## src/hw/rtl/lfq_pkg.sv

```systemverilog
// shared types and constants for the linked task fifo
// no dependencies
`default_nettype none

package lfq_pkg;

	localparam int THREADS = 16;
	localparam int ID_W    = 4;
	localparam int CMD_W   = 2;
	localparam int STAT_W  = 2;

	typedef logic [ID_W-1:0] id_t;

	typedef enum logic [CMD_W-1:0] {
		CMD_ENQ  = 2'd0,
		CMD_DEQ  = 2'd1,
		CMD_PEEK = 2'd2,
		CMD_REM  = 2'd3
	} cmd_t;

	typedef enum logic [STAT_W-1:0] {
		ST_OK        = 2'd0,
		ST_EMPTY     = 2'd1,
		ST_QUEUED    = 2'd2,
		ST_NOT_FOUND = 2'd3
	} status_t;

	typedef enum logic [1:0] {
		S_IDLE,
		S_EXEC,
		S_WALK
	} state_t;

	typedef struct packed {
		logic rd_en;
		id_t  rd_addr;
		logic wr_en;
		id_t  wr_addr;
		id_t  wr_data;
	} ram_req_t;

	typedef struct packed {
		id_t     result_id;
		status_t status;
		logic    now_empty;
	} res_t;

endpackage

`default_nettype wire

```

## src/hw/rtl/lfq_link_ram.sv

```systemverilog
// next-link memory, one write and one registered read port
// depends on lfq_pkg
`default_nettype none

module lfq_link_ram (
	input  wire              clk,
	input  lfq_pkg::ram_req_t req,
	output lfq_pkg::id_t      rd_data
);
	import lfq_pkg::*;

	id_t mem_q [THREADS];
	id_t rd_data_q;

	always_ff @(posedge clk) begin
		if (req.wr_en) begin
			mem_q[req.wr_addr] <= req.wr_data;
		end
	end

	always_ff @(posedge clk) begin
		if (req.rd_en) begin
			rd_data_q <= mem_q[req.rd_addr];
		end
	end

	assign rd_data = rd_data_q;

endmodule

`default_nettype wire

```

## src/hw/rtl/lfq_ctrl.sv

```systemverilog
// command sequencer: head, tail, membership bits and list walk
// depends on lfq_pkg, drives lfq_link_ram
`default_nettype none

module lfq_ctrl (
	input  wire                      clk,
	input  wire                      arst_n,
	input  wire                      in_valid,
	output logic                     in_stall,
	input  wire [lfq_pkg::CMD_W-1:0] cmd,
	input  lfq_pkg::id_t             thread_id,
	input  wire                      slot_free,
	output logic                     res_valid,
	output lfq_pkg::res_t            res,
	output lfq_pkg::ram_req_t        ram_req,
	input  lfq_pkg::id_t             rd_data
);
	import lfq_pkg::*;

	state_t             state_q, state_d;
	cmd_t               cmd_q;
	id_t                id_q;
	id_t                head_q, head_d;
	id_t                tail_q, tail_d;
	id_t                cur_q, cur_d;
	id_t                prev_q, prev_d;
	logic               has_q, has_d;
	logic [THREADS-1:0] member_q, member_d;
	id_t                cur;

	assign cur      = (state_q == S_WALK) ? cur_q : head_q;
	assign in_stall = (state_q != S_IDLE);

	always_ff @(posedge clk or negedge arst_n) begin
		if (!arst_n) begin
			state_q  <= S_IDLE;
			head_q   <= '0;
			tail_q   <= '0;
			has_q    <= 1'b0;
			member_q <= '0;
		end else begin
			state_q  <= state_d;
			head_q   <= head_d;
			tail_q   <= tail_d;
			has_q    <= has_d;
			member_q <= member_d;
		end
	end

	always_ff @(posedge clk) begin
		if (state_q == S_IDLE && in_valid) begin
			cmd_q <= cmd_t'(cmd);
			id_q  <= thread_id;
		end
		cur_q  <= cur_d;
		prev_q <= prev_d;
	end

	// next state
	always_comb begin
		state_d = state_q;
		case (state_q)
			S_IDLE: begin
				if (in_valid) begin
					state_d = S_EXEC;
				end
			end
			S_EXEC: begin
				if (slot_free) begin
					if (cmd_q == CMD_REM && member_q[id_q] && cur != id_q && cur != tail_q) begin
						state_d = S_WALK;
					end else begin
						state_d = S_IDLE;
					end
				end
			end
			S_WALK: begin
				if (slot_free && (cur == id_q || cur == tail_q)) begin
					state_d = S_IDLE;
				end
			end
			default: state_d = S_IDLE;
		endcase
	end

	// datapath and outputs
	always_comb begin
		head_d        = head_q;
		tail_d        = tail_q;
		has_d         = has_q;
		member_d      = member_q;
		cur_d         = cur_q;
		prev_d        = prev_q;
		ram_req       = '0;
		res_valid     = 1'b0;
		res.result_id = '0;
		res.status    = ST_OK;
		res.now_empty = !has_q;
		case (state_q)
			S_IDLE: begin
				if (in_valid) begin
					ram_req.rd_en   = 1'b1;
					ram_req.rd_addr = head_q;
				end
			end
			S_EXEC: begin
				if (slot_free) begin
					case (cmd_q)
						CMD_ENQ: begin
							res_valid = 1'b1;
							if (member_q[id_q]) begin
								res.status = ST_QUEUED;
							end else begin
								if (has_q) begin
									ram_req.wr_en   = 1'b1;
									ram_req.wr_addr = tail_q;
									ram_req.wr_data = id_q;
								end else begin
									head_d = id_q;
								end
								tail_d         = id_q;
								has_d          = 1'b1;
								member_d[id_q] = 1'b1;
								res.now_empty  = 1'b0;
							end
						end
						CMD_DEQ: begin
							res_valid = 1'b1;
							if (!has_q) begin
								res.status = ST_EMPTY;
							end else begin
								res.result_id = head_q;
								if (head_q == tail_q) begin
									has_d = 1'b0;
								end else begin
									head_d = rd_data;
								end
								member_d[head_q] = 1'b0;
								res.now_empty    = (head_q == tail_q);
							end
						end
						CMD_PEEK: begin
							res_valid = 1'b1;
							if (!has_q) begin
								res.status = ST_EMPTY;
							end else begin
								res.result_id = head_q;
							end
						end
						CMD_REM: begin
							if (!member_q[id_q]) begin
								res_valid  = 1'b1;
								res.status = ST_NOT_FOUND;
							end else if (cur == id_q) begin
								// match at the head
								res_valid = 1'b1;
								if (head_q == tail_q) begin
									has_d = 1'b0;
								end else begin
									head_d = rd_data;
								end
								member_d[id_q] = 1'b0;
								res.now_empty  = (head_q == tail_q);
							end else if (cur == tail_q) begin
								res_valid  = 1'b1;
								res.status = ST_NOT_FOUND;
							end else begin
								prev_d          = cur;
								cur_d           = rd_data;
								ram_req.rd_en   = 1'b1;
								ram_req.rd_addr = rd_data;
							end
						end
						default: res_valid = 1'b0;
					endcase
				end
			end
			S_WALK: begin
				if (slot_free) begin
					if (cur == id_q) begin
						// unlink from predecessor
						res_valid       = 1'b1;
						ram_req.wr_en   = 1'b1;
						ram_req.wr_addr = prev_q;
						ram_req.wr_data = rd_data;
						if (cur == tail_q) begin
							tail_d = prev_q;
						end
						member_d[id_q] = 1'b0;
					end else if (cur == tail_q) begin
						res_valid  = 1'b1;
						res.status = ST_NOT_FOUND;
					end else begin
						prev_d          = cur;
						cur_d           = rd_data;
						ram_req.rd_en   = 1'b1;
						ram_req.rd_addr = rd_data;
					end
				end
			end
			default: res_valid = 1'b0;
		endcase
	end

endmodule

`default_nettype wire

```

## src/hw/rtl/lfq_out_stage.sv

```systemverilog
// result register between the sequencer and the output channel
// depends on lfq_pkg
`default_nettype none

module lfq_out_stage (
	input  wire                        clk,
	input  wire                        arst_n,
	input  wire                        res_valid,
	input  lfq_pkg::res_t              res,
	output logic                       slot_free,
	output logic                       out_valid,
	input  wire                        out_stall,
	output lfq_pkg::id_t               result_id,
	output logic [lfq_pkg::STAT_W-1:0] status,
	output logic                       now_empty
);
	import lfq_pkg::*;

	logic valid_q;
	res_t res_q;

	assign slot_free = !valid_q || !out_stall;

	always_ff @(posedge clk or negedge arst_n) begin
		if (!arst_n) begin
			valid_q <= 1'b0;
		end else if (res_valid) begin
			valid_q <= 1'b1;
		end else if (!out_stall) begin
			valid_q <= 1'b0;
		end
	end

	always_ff @(posedge clk) begin
		if (res_valid) begin
			res_q <= res;
		end
	end

	assign out_valid = valid_q;
	assign result_id = res_q.result_id;
	assign status    = res_q.status;
	assign now_empty = res_q.now_empty;

endmodule

`default_nettype wire

```

## src/hw/rtl/linked_task_fifo_with_removal.sv

```systemverilog
// top level of the linked task fifo with removal
// depends on lfq_pkg, lfq_link_ram, lfq_ctrl, lfq_out_stage
`default_nettype none

// FIFO run queue of 16 thread ids kept as a linked list in a small link
// memory with a registered read port. One command is in flight at a time:
// enqueue, dequeue and peek go from input transfer through the execute
// state to the result; remove walks the list from the head, one read of
// the link memory per hop, until the id or the tail is reached. The result
// sits in an output register, so a new command is taken while a result
// still waits, but a finished command holds until that register is free.
// Reset empties the queue at once; the link memory needs no clearing.

module linked_task_fifo_with_removal (
	input  wire                        clk,
	input  wire                        arst_n,
	input  wire                        in_valid,
	output logic                       in_stall,
	input  wire [lfq_pkg::CMD_W-1:0]   cmd,
	input  wire [lfq_pkg::ID_W-1:0]    thread_id,
	output logic                       out_valid,
	input  wire                        out_stall,
	output logic [lfq_pkg::ID_W-1:0]   result_id,
	output logic [lfq_pkg::STAT_W-1:0] status,
	output logic                       now_empty
);
	import lfq_pkg::*;

	ram_req_t ram_req;
	id_t      rd_data;
	res_t     res;
	logic     res_valid;
	logic     slot_free;

	lfq_link_ram u_ram (
		.clk     (clk),
		.req     (ram_req),
		.rd_data (rd_data)
	);

	lfq_ctrl u_ctrl (
		.clk       (clk),
		.arst_n    (arst_n),
		.in_valid  (in_valid),
		.in_stall  (in_stall),
		.cmd       (cmd),
		.thread_id (thread_id),
		.slot_free (slot_free),
		.res_valid (res_valid),
		.res       (res),
		.ram_req   (ram_req),
		.rd_data   (rd_data)
	);

	lfq_out_stage u_out (
		.clk       (clk),
		.arst_n    (arst_n),
		.res_valid (res_valid),
		.res       (res),
		.slot_free (slot_free),
		.out_valid (out_valid),
		.out_stall (out_stall),
		.result_id (result_id),
		.status    (status),
		.now_empty (now_empty)
	);

endmodule

`default_nettype wire

```

## config.mk

```make
export PLATFORM = sky130hd
export DESIGN_NAME = linked_task_fifo_with_removal
export DESIGN_NICKNAME = d
export VERILOG_FILES = /design/src/hw/rtl/lfq_pkg.sv /design/src/hw/rtl/lfq_link_ram.sv /design/src/hw/rtl/lfq_ctrl.sv /design/src/hw/rtl/lfq_out_stage.sv /design/src/hw/rtl/linked_task_fifo_with_removal.sv
export SDC_FILE = /design/constraint.sdc
export NUM_CORES = 1
export LEC_CHECK = 0
export BUFFER_PORTS_ARGS = -buffer_cell sky130_fd_sc_hd__buf_2
export CAP_MARGIN = 20
export CELL_PAD_IN_SITES_DETAIL_PLACEMENT = 1
export CELL_PAD_IN_SITES_GLOBAL_PLACEMENT = 1
export CORE_ASPECT_RATIO = 0.9
export CORE_MARGIN = 2
export CORE_UTILIZATION = 46
export CTS_BUF_LIST = sky130_fd_sc_hd__clkbuf_16
export DETAILED_ROUTE_END_ITERATION = 6
export GPL_ROUTABILITY_DRIVEN = 0
export PLACE_DENSITY_LB_ADDON = 0.1
export SETUP_SLACK_MARGIN = 0.02
export SLEW_MARGIN = 30
export SYNTH_ARGS = -nofsm -noshare
export SYNTH_HDL_FRONTEND = slang
export SYNTH_SLANG_ARGS = --single-unit
```

## constraint.sdc

```tcl
create_clock -name clk -period 3.47 [get_ports clk]
set_clock_uncertainty 0.1 [all_clocks]
set_input_delay 0.1735 -clock clk [delete_from_list [all_inputs] [get_ports clk]]
set_output_delay 0.1735 -clock clk [all_outputs]
set_load 0.01 [all_outputs]
```

==> impl_metrics.csv <==
group,metric,value,unit
status,status,"finished, final reports clean",
floorplanning,core,13400,um^2
floorplanning,die_area,14700,um^2
global_route,grt-ovfl-total,0,
sta,fmax,294,MHz
synth,synthXorXnorAreaFrac,1.67,%
sta,setup_ws,0.0634,ns
clock_network,cts_tree,"yes",
placed_design,portBuffers,18,
worst_setup_path,crit_path_start_kind,"flip-flop",
drt,vias,5037,
synth,synth_common_cells,"edfxtp_1, a21oi_1, nand2_1, nor2_1, dfrtp_1",
min_path,min_path_type,"in -> reg",
synth,seq_area_frac_synth,53.5,%
sta,worst_slew_pin_slew,0.730,ns
drt,first_pass_iters,5,
final_layout,fillerInstances,1374,
drt,routed_wirelength,19800,um
min_path,holdPathStages,4,
worst_setup_path,r2r-end,"u_ram.rd_data[0]",
drt,route.detailed.drc,0,
synth,synthSimpleGateAreaFrac,13.1,%
synth,synth_top_cell_area_share,42.4,%
worst_setup_path,cp.required,3.53,ns
global_route,grt_max_degree,29,
final_layout,syn_to_final_growth,23.8,%
worst_setup_path,critical_path_arrival,3.47,ns
sta,report.final.slew_viol_count,0,
floorplanning,die_w,127,um
synth,synth.most_common_cell,"edfxtp_1",
synth,synthAdderAreaFrac,1.78,%
drt,wire_per_inst,24.4,um
synth,synthMuxAreaShare,7.73,%
floorplanning,fp.dieH,115,um
drt,dr.first_iter.drc_count,562,
worst_setup_path,crit_type,"reg -> reg",
power_and_ir_drop,power_density,866,nW/um^2
global_route,grt_pass1_vias,5185,
global_route,antenna_found_initial,1,
placed_design,dpl.hpwl,13600,um
placed_design,dp_cells,759,
sta,finalSetupViolations,0,
clock_network,clock_path_buffers,2,
floorplanning,num_rows,40,
global_route,grt_pass1_wl,30100,um
synth,synth_nets,558,
min_path,holdPathEnd,"u_out.out_valid",
flow_run,maxCapViolations,0,
worst_setup_path,worstReg2RegStart,"u_ctrl.id_q[1]",
clock_network,root_buffer,"clkbuf_16",
sta,fin_crit_sh,98.2,%
synth,synth_cell_types,77,
sta,min_period,3.41,ns
synth,synth_top_family_by_area,"compound AO/OA/AOI/OAI gates",
final_layout,fin_cells,810,
final_layout,layout-drive-gt1-share,29.8,%
drt,avgViaCountPerCell,6.22,
synth,async_flop_share,23.9,%
clock_network,htree_levels,4,
drt,ant_nets,0,
synth,synth_edf_count,89,
floorplanning,start_util,47.2,%
synth,syn_inst,539,
worst_setup_path,worst-path-max-fanout,6,
synth,synth.largest_area_cell,"edfxtp_1",
floorplanning,pin_count,19,
placed_design,place_ws,-0.0296,ns
power_and_ir_drop,ir_drop,0.590,mV
worst_setup_path,r2r_cells,10,
synth,ys_top_cells_by_area,"edfxtp_1, dfrtp_1, a21oi_1, mux2_2, mux2i_1",
global_route,grt_usage,27.8,%
sta,rsz0062_at_grt,"true",
power_and_ir_drop,p_leak,3.03,nW
synth,synth_compound_area_share,18.6,%
final_layout,finalNetCount,648,
clock_network,clock_sinks,117,
final_layout,antenna_cells,0,
synth,synthFlopType,"edfxtp_1",
synth,yosys_warnings,0,
sta,whs,0.102,ns
worst_setup_path,r2r_setup_slack,0.06,ns
worst_setup_path,endpoint_kind,"flip-flop",
synth,synth-seq-cells,117,
clock_network,cts_inserted_buffers,17,
clock_network,clk_pin_slew_worst_paths,0.06,ns
synth,avgSynthCellArea,11.7,um^2
clock_network,clk_latency,0.42,ns
min_path,hp-start,"out_stall",
sta,hold_violations,0,
synth,synth_area,6310,um^2
sta,max_slew_margin,51.3,%
-- per-layer routing --
| metal | GRT usage (%) | vias up | part of all wire (%) |
|---|---|---|---|
| met5 | 0 | - | 0 |
| met4 | 8.13 | 0 | 1.2 |
| met3 | 7.35 | 23 | 6.5 |
| met2 | 40.3 | 177 | 44 |
| met1 | 41.1 | 2584 | 48 |
| li1 | - | 2253 | - |
-- power by group --
| group | internal (mW) | switching, mW |
|---|---|---|
| sequential | 1.87 | 0.254 |
| clock | 1.07 | 0.675 |
| combinational | 1.16 | 1.73 |
-- metrics by stage --
step,util [%],setup TNS (ns),cell area (um^2),power [mW]
3_5_place_dp,51.8,-0.225,6930,4.73
5_1_grt,58.5,-0.159,7810,7.08
3_3_place_gp,51.8,0,6930,4.65
4_1_cts,57.0,0,7620,6.54
2_1_floorplan,-,0,6310,3.79
6_report,58.5,0,7810,6.77
-- registers in the layout (all words and copies together), names as in the netlist --
signal	count
u_ctrl.id_q	4
u_ctrl.state_q	2
u_ram.rd_data	4
u_out.result_id	4
u_ctrl.member_q	16
u_ctrl.tail_q	4
u_out.status	2
u_ctrl.cmd_q	2
u_ctrl.has_q	1
u_ctrl.head_q	4
u_out.now_empty	1
u_ram.mem_q	64
u_out.out_valid	1
u_ctrl.prev_q	4
u_ctrl.cur_q	4
-- placed cells by master, fill, tap and decap left out, drive strengths merged, types with 4 or more instances in the layout --
master and count:
nand3 12, a31oi 12, a21oi 43, inv 27, a31o 6, a211oi 4, dlygate4sd3 7, a22oi 11
xor2 4, nand2 37, dfrtp 28, and2 9, o21ai 30, nor3b 4, xnor2 8, clkbuf 20
ha 9, mux2i 18, o31ai 15, mux2 21, and3 15, edfxtp 89, buf 91, a22o 4
a311oi 4, nor2b 9, nor2 38, nor4 5, or4 4, nor3 9
-- worst max-delay path, stage by stage, from the launching register on --
cell and delay (ns):
edfxtp_1 0.46, buf_6 0.17, mux2_4 0.28, or3_1 0.32, and4_4 0.19, a311o_4 0.40
a32oi_4 0.33, buf_12 0.16, mux2_2 0.35, a22oi_1 0.25, o211ai_1 0.12
-- what timing repair did --
action	4_1_cts	5_1_grt
cloned	0	3
pin swaps	0	10
resized for setup	6	20
buffers inserted	0	9
hold buffers	7	0
setup endpoints to repair	45	32
hold endpoints to repair	34	0
-- worst max path at each step --
stage | start | to
4_1_cts | u_ctrl.id_q[1] | u_ram.rd_data[2]
5_1_grt | u_ctrl.state_q[0] | u_ram.mem_q[8][2]
3_5_place_dp | u_ctrl.state_q[0] | u_ram.mem_q[4][0]
3_3_place_gp | u_ctrl.state_q[0] | u_ram.rd_data[2]
2_1_floorplan | u_ctrl.state_q[0] | u_ram.mem_q[12][0]
6_report | u_ctrl.id_q[1] | u_ram.rd_data[0]
-- cell type report --
type / count / area [um^2] / area share [%]
timing repair buffer: 99 / 754 / 9.66
tap: 168 / 210 / 2.69
clock buffer: 19 / 475 / 6.08
sequential: 117 / 3370 / 43.2
clock inverter: 13 / 111 / 1.43
multi-input combinational: 377 / 2830 / 36.2
inverter: 17 / 63.8 / 0.817
-- kinds of logic (layout without fill, tap and decap cells) --
| family | count (synthesis) | in the layout |
|---|---|---|
| muxes | 41 | 41 |
| and+or+nand+nor | 155 | 155 |
| buffers and inverters | 46 | 148 |
| DFF | 117 | 117 |
| AOI/OAI and AO/OA | 159 | 160 |
| adders and majority gates | 9 | 9 |
| xor gates and xnor gates | 12 | 12 |
(Power assumes the default switching activity.)
